[config.mk]
export PLATFORM = sky130hd
export DESIGN_NAME = nco_signal_generator_unit
export DESIGN_NICKNAME = d
export VERILOG_FILES = /design/src/hdl/nsg_pkg.sv /design/src/hdl/nsg_state_ram.sv /design/src/hdl/nsg_tick_logic.sv /design/src/hdl/nco_signal_generator_unit.sv
export SDC_FILE = /design/constraint.sdc
export NUM_CORES = 2
export LEC_CHECK = 0
export BUFFER_PORTS_ARGS = -buffer_cell sky130_fd_sc_hd__buf_4
export CELL_PAD_IN_SITES_DETAIL_PLACEMENT = 2
export CELL_PAD_IN_SITES_GLOBAL_PLACEMENT = 2
export CORE_MARGIN = 4
export CORE_UTILIZATION = 39
export DETAILED_ROUTE_END_ITERATION = 16
export HOLD_SLACK_MARGIN = 0.1
export PLACE_DENSITY_LB_ADDON = 0.12
export SYNTH_ARGS = -nofsm -noshare
export SYNTH_HDL_FRONTEND = slang
export SYNTH_SLANG_ARGS = --single-unit
[constraint.sdc]
create_clock -name clk -period 5.75 [get_ports clk]
set_clock_uncertainty 0.05 [all_clocks]
set_input_delay 0.2875 -clock clk [delete_from_list [all_inputs] [get_ports clk]]
set_output_delay 0.2875 -clock clk [all_outputs]
set_load 0.01 [all_outputs]
[src/hdl/nsg_pkg.sv]
`timescale 1ns / 1ps
// Shared types, constants and the sine table for the NCO signal generator.
package nsg_pkg;

	// Phase bits that address the sine table
	localparam int TABLE_BITS = 8;

	// Width of the signed FM product: 8-bit sample times zero-extended 32-bit step
	localparam int FM_PROD_W = 41;

	// Configuration register indexes
	typedef enum logic [2:0] {
		CFG_ENABLE     = 3'd0,
		CFG_MODE       = 3'd1,
		CFG_SHAPE      = 3'd2,
		CFG_TONE_STEP  = 3'd3,
		CFG_FM_STEP    = 3'd4,
		CFG_DURATION   = 3'd5,
		CFG_NOISE_SEED = 3'd6
	} cfg_reg_t;

	// Modulation codes; all others hold the last I/Q pair
	typedef enum logic [3:0] {
		MOD_CW    = 4'd0,
		MOD_FM    = 4'd1,
		MOD_BPSK  = 4'd2,
		MOD_QPSK  = 4'd3,
		MOD_DSB   = 4'd4,
		MOD_AM100 = 4'd5,
		MOD_AM50  = 4'd6,
		MOD_PULSE = 4'd7
	} mod_t;

	// Modulating tone shapes; all others hold the last tone sample
	typedef enum logic [3:0] {
		SHP_SINE     = 4'd0,
		SHP_TRIANGLE = 4'd1,
		SHP_SAW_UP   = 4'd2,
		SHP_SAW_DOWN = 4'd3,
		SHP_SQUARE   = 4'd4,
		SHP_NOISE    = 4'd5
	} shape_t;

	// Sample levels
	localparam logic [7:0] AMP_POS    = 8'd127;
	localparam logic [7:0] AMP_NEG    = 8'd128;
	localparam logic [7:0] MID_OFFSET = 8'd128;
	localparam logic [7:0] AM100_BIAS = 8'd64;
	localparam logic [7:0] AM50_BIAS  = 8'd96;
	localparam logic [7:0] QUARTER_TURN = 8'd64;

	// Noise divider ticks
	localparam logic [3:0] NOISE_SHIFT_TICK = 4'd0;
	localparam logic [3:0] NOISE_MID_TICK   = 4'd5;
	localparam logic [3:0] NOISE_HIGH_TICK  = 4'd10;
	localparam logic [3:0] NOISE_DIV_WRAP   = 4'd15;

	// QPSK symbol angles, one per quadrant of the tone phase
	localparam logic [7:0] QPSK_SYMBOL [4] = '{8'd32, 8'd96, 8'd159, 8'd223};

	// Quarter sine, round(127*sin(2*pi*k/256)) for k = 0..64
	localparam logic [6:0] QUARTER_WAVE [65] = '{
		7'd0,   7'd3,   7'd6,   7'd9,   7'd12,  7'd16,  7'd19,  7'd22,
		7'd25,  7'd28,  7'd31,  7'd34,  7'd37,  7'd40,  7'd43,  7'd46,
		7'd49,  7'd51,  7'd54,  7'd57,  7'd60,  7'd63,  7'd65,  7'd68,
		7'd71,  7'd73,  7'd76,  7'd78,  7'd81,  7'd83,  7'd85,  7'd88,
		7'd90,  7'd92,  7'd94,  7'd96,  7'd98,  7'd100, 7'd102, 7'd104,
		7'd106, 7'd107, 7'd109, 7'd111, 7'd112, 7'd113, 7'd115, 7'd116,
		7'd117, 7'd118, 7'd120, 7'd121, 7'd122, 7'd122, 7'd123, 7'd124,
		7'd125, 7'd125, 7'd126, 7'd126, 7'd126, 7'd127, 7'd127, 7'd127,
		7'd127
	};

	// Configuration register file
	typedef struct packed {
		logic        enable;
		logic [3:0]  mode;
		logic [3:0]  shape;
		logic [31:0] tone_step;
		logic [31:0] fm_step;
		logic [31:0] duration;
		logic [15:0] noise_seed;
	} cfg_t;

	localparam cfg_t CFG_RESET = '{
		enable: 1'b0, mode: 4'd0, shape: 4'd0, tone_step: 32'd0,
		fm_step: 32'd0, duration: 32'd0, noise_seed: 16'd1
	};

	// Per-tick state other than the tone phase
	typedef struct packed {
		logic [31:0] samples_left;
		logic [15:0] lfsr;
		logic [3:0]  divider;
		logic [7:0]  held_sample;
		logic        running;
	} ctrl_state_t;

	localparam ctrl_state_t CTRL_RESET = '{
		samples_left: 32'd0, lfsr: 16'd1, divider: 4'd0,
		held_sample: 8'd0, running: 1'b0
	};

	// Result of the state update stage, carried down the pipeline
	typedef struct packed {
		logic       active;
		logic       finished;
		logic       has_new;
		logic       is_fm;
		logic [7:0] i_val;
		logic [7:0] q_val;
		logic [7:0] sample;
	} tick_res_t;

	// Full-wave sine lookup built from the quarter table
	function automatic logic [7:0] sine_rom(input logic [7:0] k);
		logic [6:0] idx;
		logic [7:0] mag;
		begin
			if (k[6]) begin
				idx = 7'(8'd128 - {1'b0, k[6:0]});
			end else begin
				idx = {1'b0, k[5:0]};
			end
			mag = {1'b0, QUARTER_WAVE[idx]};
			sine_rom = k[7] ? (8'd0 - mag) : mag;
		end
	endfunction

endpackage

[src/hdl/nsg_state_ram.sv]
`timescale 1ns / 1ps
// Single-entry state memory with registered read and write-to-read forwarding.
module nsg_state_ram #(
	parameter int WIDTH = 32,
	parameter logic [WIDTH-1:0] RESET_VALUE = '0
) (
	input  logic             clk,
	input  logic             arst_n,
	input  logic             wr_en,
	input  logic [WIDTH-1:0] wr_data,
	output logic [WIDTH-1:0] cur_data
);

	logic [WIDTH-1:0] mem_q [1];
	logic [WIDTH-1:0] rd_q;
	logic [WIDTH-1:0] wr_data_q;
	logic             fwd_q;

	// Storage: write and registered read (read sees the old entry)
	always_ff @(posedge clk or negedge arst_n) begin
		if (!arst_n) begin
			mem_q[0] <= RESET_VALUE;
			rd_q     <= RESET_VALUE;
		end else begin
			rd_q <= mem_q[0];
			if (wr_en) begin
				mem_q[0] <= wr_data;
			end
		end
	end

	// Forwarding register covers a write made at the previous edge
	always_ff @(posedge clk or negedge arst_n) begin
		if (!arst_n) begin
			fwd_q <= 1'b0;
		end else begin
			fwd_q <= wr_en;
		end
	end

	always_ff @(posedge clk) begin
		if (wr_en) begin
			wr_data_q <= wr_data;
		end
	end

	assign cur_data = fwd_q ? wr_data_q : rd_q;

endmodule

[src/hdl/nsg_tick_logic.sv]
`timescale 1ns / 1ps
// Per-tick state update: budget, tone phase, tone shapes, noise and I/Q for most modes.
module nsg_tick_logic #(
	parameter int PHASE_WIDTH = 32
) (
	input  nsg_pkg::cfg_t            cfg,
	input  logic                     restart,
	input  logic [PHASE_WIDTH-1:0]   cur_phase,
	input  nsg_pkg::ctrl_state_t     cur_ctrl,
	output logic [PHASE_WIDTH-1:0]   next_phase,
	output nsg_pkg::ctrl_state_t     next_ctrl,
	output nsg_pkg::tick_res_t       res
);

	localparam int TB = nsg_pkg::TABLE_BITS;

	logic [TB-1:0]          top;
	logic [PHASE_WIDTH-1:0] step;
	logic [PHASE_WIDTH-1:0] phase_adv;
	logic                   run;
	logic [7:0]             qk;
	logic [7:0]             dbl;
	logic signed [7:0]      s;
	logic [15:0]            lfsr_now;
	logic                   fb;
	logic [3:0]             nd;

	assign top       = cur_phase[PHASE_WIDTH-1 -: TB];
	assign step      = PHASE_WIDTH'(cfg.tone_step);
	assign phase_adv = cur_phase + step;
	assign dbl       = {top[6:0], 1'b0};
	assign qk        = nsg_pkg::QPSK_SYMBOL[top[7:6]];

	always_comb begin
		next_ctrl  = cur_ctrl;
		next_phase = cur_phase;
		res        = '0;
		s          = '0;
		lfsr_now   = '0;
		fb         = 1'b0;
		nd         = '0;

		// Enable gates running; restart reloads budget and noise seed
		run = cfg.enable & cur_ctrl.running;
		if (cfg.enable && restart) begin
			next_ctrl.samples_left = cfg.duration;
			next_ctrl.lfsr         = cfg.noise_seed;
			run                    = 1'b1;
		end
		next_ctrl.running = run;

		if (run) begin
			res.active = 1'b1;

			// Sample budget
			if (next_ctrl.samples_left == 32'd0 && cfg.duration != 32'd0) begin
				next_ctrl.running = 1'b0;
				res.finished      = 1'b1;
			end else begin
				next_ctrl.samples_left = next_ctrl.samples_left - 32'd1;
			end

			unique case (cfg.mode)
				nsg_pkg::MOD_CW: begin
					res.has_new = 1'b1;
					res.i_val   = nsg_pkg::AMP_POS;
				end
				nsg_pkg::MOD_BPSK: begin
					res.has_new = 1'b1;
					res.i_val   = top[7] ? nsg_pkg::AMP_POS : nsg_pkg::AMP_NEG;
					next_phase  = phase_adv;
				end
				nsg_pkg::MOD_QPSK: begin
					res.has_new = 1'b1;
					res.i_val   = nsg_pkg::sine_rom(qk);
					res.q_val   = nsg_pkg::sine_rom(qk + nsg_pkg::QUARTER_TURN);
					next_phase  = phase_adv;
				end
				nsg_pkg::MOD_PULSE: begin
					res.has_new = 1'b1;
					res.i_val   = (top[7:6] == 2'b00) ? nsg_pkg::AMP_POS : 8'd0;
					next_phase  = phase_adv;
				end
				default: begin
					// Modulating tone sample
					unique case (cfg.shape)
						nsg_pkg::SHP_SINE: next_ctrl.held_sample = nsg_pkg::sine_rom(top);
						nsg_pkg::SHP_TRIANGLE: begin
							next_ctrl.held_sample = top[7] ? ((~dbl) + nsg_pkg::MID_OFFSET)
							                                : (dbl + nsg_pkg::MID_OFFSET);
						end
						nsg_pkg::SHP_SAW_UP:   next_ctrl.held_sample = top;
						nsg_pkg::SHP_SAW_DOWN: next_ctrl.held_sample = ~top;
						nsg_pkg::SHP_SQUARE: begin
							next_ctrl.held_sample = top[7] ? nsg_pkg::AMP_POS : nsg_pkg::AMP_NEG;
						end
						nsg_pkg::SHP_NOISE: begin
							lfsr_now = next_ctrl.lfsr;
							if (cur_ctrl.divider == nsg_pkg::NOISE_SHIFT_TICK) begin
								fb = lfsr_now[0] ^ lfsr_now[1] ^ lfsr_now[3] ^ lfsr_now[4]
								   ^ lfsr_now[12];
								next_ctrl.lfsr        = {fb, lfsr_now[15:1]};
								next_ctrl.held_sample = lfsr_now[8:1];
							end
							if (cur_ctrl.divider == nsg_pkg::NOISE_MID_TICK) begin
								next_ctrl.held_sample = lfsr_now[11:4];
							end
							if (cur_ctrl.divider == nsg_pkg::NOISE_HIGH_TICK) begin
								next_ctrl.held_sample = lfsr_now[12:5];
							end
							nd = cur_ctrl.divider + 4'd1;
							next_ctrl.divider = (nd == nsg_pkg::NOISE_DIV_WRAP) ? 4'd0 : nd;
						end
						default: ;
					endcase
					if (cfg.shape != nsg_pkg::SHP_NOISE) begin
						next_phase = phase_adv;
					end

					// Apply the tone per modulation
					s = $signed(next_ctrl.held_sample);
					if (cfg.mode == nsg_pkg::MOD_FM) begin
						res.is_fm  = 1'b1;
						res.sample = next_ctrl.held_sample;
					end else if (cfg.mode == nsg_pkg::MOD_DSB) begin
						res.has_new = 1'b1;
						res.i_val   = next_ctrl.held_sample;
					end else if (cfg.mode == nsg_pkg::MOD_AM100) begin
						res.has_new = 1'b1;
						res.i_val   = nsg_pkg::AM100_BIAS + 8'(s >>> 1);
					end else if (cfg.mode == nsg_pkg::MOD_AM50) begin
						res.has_new = 1'b1;
						res.i_val   = nsg_pkg::AM50_BIAS + 8'(s >>> 2);
					end
				end
			endcase
		end
	end

endmodule

[src/hdl/nco_signal_generator_unit.sv]
`timescale 1ns / 1ps
// Top level of the NCO signal generator: config registers, pipeline and output stage.
// One sample tick is accepted per clock while in_ready is high, and its I/Q pair passes
// through stages 1 to 4 into the output register. The rate is set by the read-modify-write
// of the tick state memory (tone phase, budget, noise LFSR) in stage 1, and of the FM
// carrier phase memory in stage 3, both with forwarding so consecutive ticks see each
// other's updates. Stage 2 holds the FM multiply, stage 4 the carrier sine lookup.
// Configuration must be written only while idle; the block itself does not enforce it.
module nco_signal_generator_unit #(
	parameter int PHASE_WIDTH = 32
) (
	input  logic              clk,
	input  logic              arst_n,
	// configuration write port
	input  logic              cfg_write,
	input  logic [2:0]        cfg_index,
	input  logic [31:0]       cfg_data,
	// tick input
	input  logic              in_valid,
	output logic              in_ready,
	input  logic              restart,
	// sample output
	output logic              out_valid,
	input  logic              out_ready,
	output logic signed [7:0] i_sample,
	output logic signed [7:0] q_sample,
	output logic              active,
	output logic              finished
);

	localparam int TB      = nsg_pkg::TABLE_BITS;
	localparam int CTRL_W  = $bits(nsg_pkg::ctrl_state_t);
	localparam int STATE_W = PHASE_WIDTH + CTRL_W;
	localparam logic [STATE_W-1:0] STATE_RESET = {{PHASE_WIDTH{1'b0}}, nsg_pkg::CTRL_RESET};

	nsg_pkg::cfg_t cfg_q;

	// Configuration registers
	always_ff @(posedge clk or negedge arst_n) begin
		if (!arst_n) begin
			cfg_q <= nsg_pkg::CFG_RESET;
		end else if (cfg_write) begin
			unique case (cfg_index)
				nsg_pkg::CFG_ENABLE:     cfg_q.enable     <= cfg_data[0];
				nsg_pkg::CFG_MODE:       cfg_q.mode       <= cfg_data[3:0];
				nsg_pkg::CFG_SHAPE:      cfg_q.shape      <= cfg_data[3:0];
				nsg_pkg::CFG_TONE_STEP:  cfg_q.tone_step  <= cfg_data;
				nsg_pkg::CFG_FM_STEP:    cfg_q.fm_step    <= cfg_data;
				nsg_pkg::CFG_DURATION:   cfg_q.duration   <= cfg_data;
				nsg_pkg::CFG_NOISE_SEED: cfg_q.noise_seed <= cfg_data[15:0];
				default: ;
			endcase
		end
	end

	// Pipeline flow control: a stage loads when empty or when it moves on
	logic valid_s1, valid_s2, valid_s3, valid_s4, out_valid_q;
	logic rdy1, rdy2, rdy3, rdy4, rdy_out;

	assign rdy_out  = !out_valid_q || out_ready;
	assign rdy4     = !valid_s4 || rdy_out;
	assign rdy3     = !valid_s3 || rdy4;
	assign rdy2     = !valid_s2 || rdy3;
	assign rdy1     = !valid_s1 || rdy2;
	assign in_ready = rdy1;

	always_ff @(posedge clk or negedge arst_n) begin
		if (!arst_n) begin
			valid_s1    <= 1'b0;
			valid_s2    <= 1'b0;
			valid_s3    <= 1'b0;
			valid_s4    <= 1'b0;
			out_valid_q <= 1'b0;
		end else begin
			if (rdy1)    valid_s1    <= in_valid;
			if (rdy2)    valid_s2    <= valid_s1;
			if (rdy3)    valid_s3    <= valid_s2;
			if (rdy4)    valid_s4    <= valid_s3;
			if (rdy_out) out_valid_q <= valid_s4;
		end
	end

	// Stage 1: tick state read-modify-write
	logic                   restart_s1;
	logic [STATE_W-1:0]     state_cur;
	logic [STATE_W-1:0]     state_nxt;
	logic [PHASE_WIDTH-1:0] phase_nxt;
	nsg_pkg::ctrl_state_t   ctrl_nxt;
	nsg_pkg::tick_res_t     res_s1;
	logic                   state_we;

	always_ff @(posedge clk) begin
		if (rdy1) begin
			restart_s1 <= restart;
		end
	end

	assign state_we  = valid_s1 && rdy2;
	assign state_nxt = {phase_nxt, ctrl_nxt};

	nsg_state_ram #(
		.WIDTH       (STATE_W),
		.RESET_VALUE (STATE_RESET)
	) u_tick_ram (
		.clk      (clk),
		.arst_n   (arst_n),
		.wr_en    (state_we),
		.wr_data  (state_nxt),
		.cur_data (state_cur)
	);

	nsg_tick_logic #(
		.PHASE_WIDTH (PHASE_WIDTH)
	) u_tick (
		.cfg        (cfg_q),
		.restart    (restart_s1),
		.cur_phase  (state_cur[STATE_W-1 -: PHASE_WIDTH]),
		.cur_ctrl   (nsg_pkg::ctrl_state_t'(state_cur[CTRL_W-1:0])),
		.next_phase (phase_nxt),
		.next_ctrl  (ctrl_nxt),
		.res        (res_s1)
	);

	// Stage 2: FM deviation multiply
	nsg_pkg::tick_res_t res_s2;
	logic signed [nsg_pkg::FM_PROD_W-1:0] fm_prod;

	always_ff @(posedge clk) begin
		if (rdy2) begin
			res_s2 <= res_s1;
		end
	end

	assign fm_prod = $signed(res_s2.sample) * $signed({1'b0, cfg_q.fm_step});

	// Stage 3: carrier phase read-modify-write
	nsg_pkg::tick_res_t     res_s3;
	logic [PHASE_WIDTH-1:0] prod_s3;
	logic [PHASE_WIDTH-1:0] carrier_cur;
	logic [PHASE_WIDTH-1:0] carrier_nxt;
	logic                   carrier_we;

	always_ff @(posedge clk) begin
		if (rdy3) begin
			res_s3  <= res_s2;
			prod_s3 <= PHASE_WIDTH'(fm_prod);
		end
	end

	assign carrier_nxt = carrier_cur + prod_s3;
	assign carrier_we  = valid_s3 && rdy4 && res_s3.is_fm;

	nsg_state_ram #(
		.WIDTH       (PHASE_WIDTH),
		.RESET_VALUE ('0)
	) u_carrier_ram (
		.clk      (clk),
		.arst_n   (arst_n),
		.wr_en    (carrier_we),
		.wr_data  (carrier_nxt),
		.cur_data (carrier_cur)
	);

	// Stage 4: carrier sine lookup and held I/Q selection
	nsg_pkg::tick_res_t res_s4;
	logic [TB-1:0]      car_top_s4;
	logic [7:0]         sel_i, sel_q;
	logic               upd_held;
	logic [7:0]         held_i_q, held_q_q;

	always_ff @(posedge clk) begin
		if (rdy4) begin
			res_s4     <= res_s3;
			car_top_s4 <= carrier_nxt[PHASE_WIDTH-1 -: TB];
		end
	end

	always_comb begin
		upd_held = 1'b0;
		sel_i    = held_i_q;
		sel_q    = held_q_q;
		if (!res_s4.active) begin
			sel_i = 8'd0;
			sel_q = 8'd0;
		end else if (res_s4.is_fm) begin
			upd_held = 1'b1;
			sel_i    = nsg_pkg::sine_rom(car_top_s4 + nsg_pkg::QUARTER_TURN);
			sel_q    = nsg_pkg::sine_rom(car_top_s4);
		end else if (res_s4.has_new) begin
			upd_held = 1'b1;
			sel_i    = res_s4.i_val;
			sel_q    = res_s4.q_val;
		end
	end

	// Held I/Q for undefined modulation codes
	always_ff @(posedge clk or negedge arst_n) begin
		if (!arst_n) begin
			held_i_q <= 8'd0;
			held_q_q <= 8'd0;
		end else if (valid_s4 && rdy_out && upd_held) begin
			held_i_q <= sel_i;
			held_q_q <= sel_q;
		end
	end

	// Output register
	logic [7:0] i_q, q_q;
	logic       active_q, finished_q;

	always_ff @(posedge clk) begin
		if (rdy_out && valid_s4) begin
			i_q        <= sel_i;
			q_q        <= sel_q;
			active_q   <= res_s4.active;
			finished_q <= res_s4.finished;
		end
	end

	assign out_valid = out_valid_q;
	assign i_sample  = $signed(i_q);
	assign q_sample  = $signed(q_q);
	assign active    = active_q;
	assign finished  = finished_q;

	// An idle tick carries zero samples
	a_idle_zero: assert property (@(posedge clk) disable iff (!arst_n)
		out_valid_q && !active_q |-> (i_q == 8'd0) && (q_q == 8'd0))
		else $error("idle transaction with nonzero sample");

	// Budget end is only flagged on a generated sample
	a_fin_active: assert property (@(posedge clk) disable iff (!arst_n)
		out_valid_q && finished_q |-> active_q)
		else $error("finished without active");

	// Carrier phase only moves for FM ticks
	a_carrier_fm: assert property (@(posedge clk) disable iff (!arst_n)
		carrier_we |-> (cfg_q.mode == nsg_pkg::MOD_FM))
		else $error("carrier update outside FM mode");

	// A disabled generator produces no active tick
	a_disabled: assert property (@(posedge clk) disable iff (!arst_n)
		valid_s1 && !cfg_q.enable |-> !res_s1.active)
		else $error("active tick while disabled");

	// A state write is forwarded to the next tick
	a_fwd: assert property (@(posedge clk) disable iff (!arst_n)
		state_we |=> (state_cur == $past(state_nxt)))
		else $error("tick state not forwarded");

endmodule

# After elaboration in Yosys (flattened, before gate mapping)
# Memories as Yosys holds them, arrays and structs flattened.
# Cells that the tools add are included.
# Widths: inputs -> output; s select.
# classes
addsub	20
mul	1
n_div	0
n_lt_le_gt_ge	6
n_eq_ne	22
shifts	0
muxes	83
bitwise	15
n_reduce_logical	37
# ops
cell	n
$mux 8	27
$mux 7	27
$mux 32	4
$mux 93	1
$add 32x32->32	2
$pmux 32 s2	1
$mux 61	1
$mux 28	2
$mux 48	1
$pmux 8 s6	1
$ge 8x8->1 const B	5
$not 7->8	5
$sub 1x7->8 const A	5
$sub 1x7->7 const A	5
$mul 8x33->32	1
$logic_not 32->1	1
$pmux 8 s4	1
$reduce_bool 32->1	1
$sub 32x1->32 const B	1
$eq 4x3->1 const B	7
$mux 20	1
$add 7x8->8 const A	2
$add 8x7->8 const B	2
$add 8x8->8 const B	2
30 further kinds	78
# word_totals
register_bits	646
latch_bits	0
ram_bits	0
mem_bits_ro	4480
inputBits	41
output_inout_bits	20
word_cells	238
memories	5
# memory_table
name	depth	width	rd	rd_clocked_by_memory_dff	wr	line_no	rtl
(name not given)	128	7	1	0	0	nsg_pkg.sv:125	mag = {1'b0, QUARTER_WAVE[idx]};
(name not given)	128	7	1	0	0	nsg_pkg.sv:125	
(name not given)	128	7	1	0	0	nsg_pkg.sv:125	
(name not given)	128	7	1	0	0	nsg_pkg.sv:125	
(name not given)	128	7	1	0	0	nsg_pkg.sv:125	

# Depth between registers and ports, before layout
# depth
word_depth	22
ltp_mapped	28
ltp_nobuf	21

# By module
# Synthesis repeated with hierarchy kept, for this count alone.
# unflattened
hier_cells	3642
hier_area_um2	40826.7
# by_module_without_submodules
mod	n_inst	cells_each	area_each_um2	seq_area_each_um2
nco_signal_generator_unit	1	1995	20808.7	7368.3
nsg_state_ram (u_tick_ram)	1	486	9769.4	7474.7
nsg_tick_logic	1	992	6572.6	0.0
nsg_state_ram (u_carrier_ram)	1	169	3676.0	2587.5

# Worst setup path before layout
# No wires, ideal clock.
# synth_path
kind	register -> register
start	register u_tick_ram.fwd_q
end	register u_tick_ram.mem_q[92] (netlist bit)
setup_ns	0.125
t_arrival_ns	5.735
required_ns	5.575
path_slack_ns	-0.160
stages_incl_launch_ff	25
path_buffers	11
synth_period_minus_slack_ns	5.910
path_cell_list	dfrtp_1 > buf_6 > buf_6 > buf_12 > buf_8 > buf_6 > buf_4 > buf_6 > buf_4 > buf_2 > buf_2 > buf_2 > mux2_2 > ha_1 > a21oi_1 > o21a_1 > a31oi_1 > a2111oi_0 > or3_1 > a2111oi_1 > o221ai_1 > o31ai_1 > mux2i_1 > xnor2_1 > mux2_2
# synth_via
elab_chain_cells	5
word_cells_on_any_way	7
classes_between	add/sub (1); mux (5); bitwise (1)
# synth_lines
item	line_no	rtl
from (decl)	nsg_state_ram.sv:17	logic fwd_q;
from (signal assigned)	nsg_state_ram.sv:37	fwd_q <= wr_en;
$mux 93 (*)	nsg_state_ram.sv:47	assign cur_data = fwd_q ? wr_data_q : rd_q;
$add 32x32->32	nsg_tick_logic.sv:30	assign phase_adv = cur_phase + step;
$mux 32	nsg_tick_logic.sv:116	if (cfg.shape != nsg_pkg::SHP_NOISE) begin
$pmux 32 s2	nsg_tick_logic.sv:63	unique case (cfg.mode)
$mux 32 (*)	nsg_tick_logic.sv:52	if (run) begin
named net phase_nxt[31]	nco_signal_generator_unit.sv:87	logic [PHASE_WIDTH-1:0] phase_nxt;
to (decl)	nsg_state_ram.sv:14	logic [WIDTH-1:0] mem_q [1];
# The timed path passes the listed nets; every way through them passes the cells marked *.
# A chain may end at the register's enable or synchronous reset.

# Worst setup path in the final report
# layout_path
start	register res_s2[7] (netlist bit)
end	register prod_s3[30] (data pin)
# layout_via
elab_chain_cells	1
# layout_lines
item	line_no	rtl
from (decl)	nco_signal_generator_unit.sv:125	nsg_pkg::tick_res_t res_s2;
from (signal assigned)	nco_signal_generator_unit.sv:130	res_s2 <= res_s1;
$mul 8x33->32	nco_signal_generator_unit.sv:134	assign fm_prod = $signed(res_s2.sample) * $signed({1'b0, cfg_q.fm_step});
named net fm_prod, one bit	nco_signal_generator_unit.sv:126	logic signed [nsg_pkg::FM_PROD_W-1:0] fm_prod;
to (signal assigned)	nco_signal_generator_unit.sv:146	prod_s3 <= PHASE_WIDTH'(fm_prod);
to (decl)	nco_signal_generator_unit.sv:138	logic [PHASE_WIDTH-1:0] prod_s3;
# The timed path passes the listed nets, and every way through them passes these cells.

==> run metrics <==
Detailed Routing Iterations Pass 1 5; fraction of the yosys area taken by sequential cells 43.91%; Yosys top cell area share 25.04%; Clock Latency Late Sink 0.68 ns; ANT nets after route 0; Yosys warning count 0; Post-synth EDFFs 243; Die Wd 324.5 microns; CP Launch Type register; required time worst endpoint 6.12 ns; die area 0.1053 sq mm; Inst Count DP 4932; largest net degree at the start of global routing 172; RSZ-0062 raised after global routing yes; pwr/cell area 583.9 mW/mm^2; vias in the first global route 31580; antenna violations before repair 14; period utilization 96.39%; CTS tree built; number of CTS-inserted buffers 76; Final Routed Wirelength 117200 microns; num rows 115; gr ovfl total 0; mapped cell area 0.03908 sq mm; Via density 5.405; CTS Buffer Depth 3; # IOs 61; Worst Max-Slew Pin Slew 1.186 ns; H-tree Lvls 3; CP max stage cell fa_1; final std cells w/o fill 5118; crit-path cells inv_4, buf_8, nor2_1, fa_1, fa_1, fa_1, inv_1, fa_1, inv_1, ha_4, buf_4, nand3_2, nor2_2, and3_1, o211ai_1, a31o_2, a21o_1, a311o_1, a31oi_1, o21a_1, nor2_1, xnor2_1; Worst Path Arrival 5.91 ns; final net count 4135; Cells after Synth 3632; worst IR drop on VDD 0.0002735 V; outcome complete, no violations; Period minus WS final 5.542 ns; gr usage total 22.07%; ranking of synthesized cells by area dfrtp_1, edfxtp_1, fa_1; routed vias 27660; Relative slew margins 20.43%; Yosys cell types 104; first-pass GRT wire length 184900 microns; Placer Congestion 0.8163; Worst setup EP type register; LEAKAGE 19.58 nW; die height 324.5 microns; CP max FO 17; placed cell areas 0.04132 sq mm; worst hold path class input port to async pin; Top FF cell, synth dfrtp_1; input/output buffers 60; Core Area 0.09885 sq mm; final hold vios 0; initial core utilization 39.53%; Setup TNS Final 0 ns; Root Driver clkbuf_16; drt initial violations 1317; max-cap violations 0; largest area contributor in the netlist dfrtp_1; synthesized net count 3999; residual DRC count 0; f_max 0.1804 GHz; syn avg cell area 10.76 sq um; P&R area growth vs syn 13.72%; FF+latch count, synth 637; Final Max Tran Viols 0; clock sink count 637; Setup CP Type register to register; Most Frequent Cell on Critical Path fa_1; CP max stage delay 0.57 ns; Worst-path clk slew 0.07 ns; async set-or-reset flop fraction in the synthesized netlist 61.85%; ant diodes 0; post-route cell area 0.04444 sq mm; proportion of layout cells with a drive suffix above 1 16.05%; HPWL Detailed 85010 microns; Avg WL per Cell 22.90 microns; final setup violation count 0
[cells in the final DEF, fill, tap and decap left out, types with 38 or more instances in the layout]
cell type,count
xnor2_1,105
mux2i_1,138
mux2_2,250
dfrtp_1,389
edfxtp_1,243
o21ai_0,103
nor2_1,301
xor2_1,48
buf_4,154
nand2_1,299
inv_1,291
fa_1,159
a21oi_1,174
ha_1,164
and2_1,190
dlygate4sd3_1,38
nor3_1,42
a21o_1,41
nand3_1,55
clkbuf_16,77
[critical path, delay by kind of cell (launching register included)]
| family | cells | cell delay [ns] |
|---|---|---|
| and+or+nand+nor | 5 | 0.54 |
| DFF | 1 | 0.43 |
| buffers and inverters | 5 | 0.56 |
| adders and majority gates | 5 | 2.30 |
| AOI/OAI and AO/OA | 6 | 1.30 |
| xor gates and xnor gates | 1 | 0.11 |
[cell families (layout without fill, tap and decap cells)]
logic type / Yosys count / after routing / synth area share [%]
AND/OR/NAND/NOR: 1095 / 1095 / 13.72
multiplexers: 400 / 400 / 11.25
XOR/XNOR: 154 / 154 / 3.487
adder cells (fa/ha/maj): 326 / 326 / 13.49
flip-flops: 637 / 637 / 43.91
buffers and inverters: 444 / 643 / 4.534
AO/OA/AOI/OAI: 576 / 576 / 9.599
[power by group]
| part | leakage (nW) | internal (mW) | switching [mW] |
|---|---|---|---|
| clock network | 1.26 | 2.84 | 2.07 |
| logic | 11.1 | 5.24 | 7.97 |
| registers | 7.20 | 6.81 | 1.01 |
| total | 19.6 | 14.9 | 11.1 |
[metal layers]
layer	wire length (microns)	vias up	track usage [%]
met5	14	-	0
met4	3044	2	5.872
met3	3653	158	3.147
met2	58560	357	38.97
met1	51940	14320	28.45
li1	-	12830	-
[registers in the layout (all words and copies together) (netlist names), 8 cells and up]
name                     cells
res_s4                      17
car_top_s4                   8
u_carrier_ram.rd_q          32
held_i_q                     8
res_s2                      25
u_carrier_ram.wr_data_q     32
u_tick_ram.wr_data_q        93
prod_s3                     32
u_tick_ram.rd_q             93
res_s3                      17
u_carrier_ram.mem_q         32
q_sample                     8
i_sample                     8
held_q_q                     8
cfg_q                      121
u_tick_ram.mem_q            93
[layout make-up]
type	count	area [sq um]
clock inverters	32	399.1
flip-flops and latches	637	17170
fillers	10010	54410
multi-input cells	2551	20240
repair buffers	205	1735
well taps	1287	1610
inverters	297	1122
clock buffers	109	2167
[metrics by stage]
stage	hold slack (ns)	utilization, %	total power, mW	setup slack (ns)
after global routing	0.1669	44.95	28.07	-0.01851
after global placement	0.2248	41.80	20.27	-0.02970
after detailed placement	0.2351	41.80	20.99	-0.1828
after floorplan	-0.05809	-	16.82	0.01956
after CTS	0.1193	44.79	26.16	0.008271
final	0.1407	44.95	25.95	0.2075
[cells in the mapped netlist, types with 19 or more instances]
cell and number:
and2_1 192, a21oi_1 176, a31oi_1 23, mux2i_1 139, buf_2 20, nor2b_1 22, edfxtp_1 243, nor2_1 302
xor2_1 48, nor3_1 43, nand2_1 302, nand4_1 25, a211oi_1 30, fa_1 159, and3_1 23, inv_1 293
clkbuf_1 108, nor4_1 19, dfrtp_1 391, o21ai_0 108, nand2b_1 35, ha_1 167, nand3_1 56, xnor2_1 105
o21a_1 20, a21o_1 41, mux2_2 250
[final timing paths]
path / cells past startpoint / slack, ns / to / from
max: 22 / 0.21 / prod_s3[30] / res_s2[7]
min: 2 / 0.14 / u_carrier_ram.mem_q[31] / arst_n
max reg2reg: 22 / 0.21 / prod_s3[30] / res_s2[7]
min reg2reg: 0 / 0.30 / u_tick_ram.rd_q[13] / u_tick_ram.mem_q[13]
max in group asynchronous: 3 / 4.01 / u_tick_ram.mem_q[68] / arst_n
min in group clk: 4 / 0.19 / cfg_q[120] / cfg_write
[timing repair]
item | 4_1_cts | 5_1_grt
gates resized for setup | 5 | 26
setup endpoints to repair | 4 | 7
pin swaps | 0 | 18
hold endpoints to repair | 182 | 0
hold buffers | 38 | 0
gates cloned | 0 | 0
buffers inserted | 0 | 7
(Power assumes the default switching activity.)
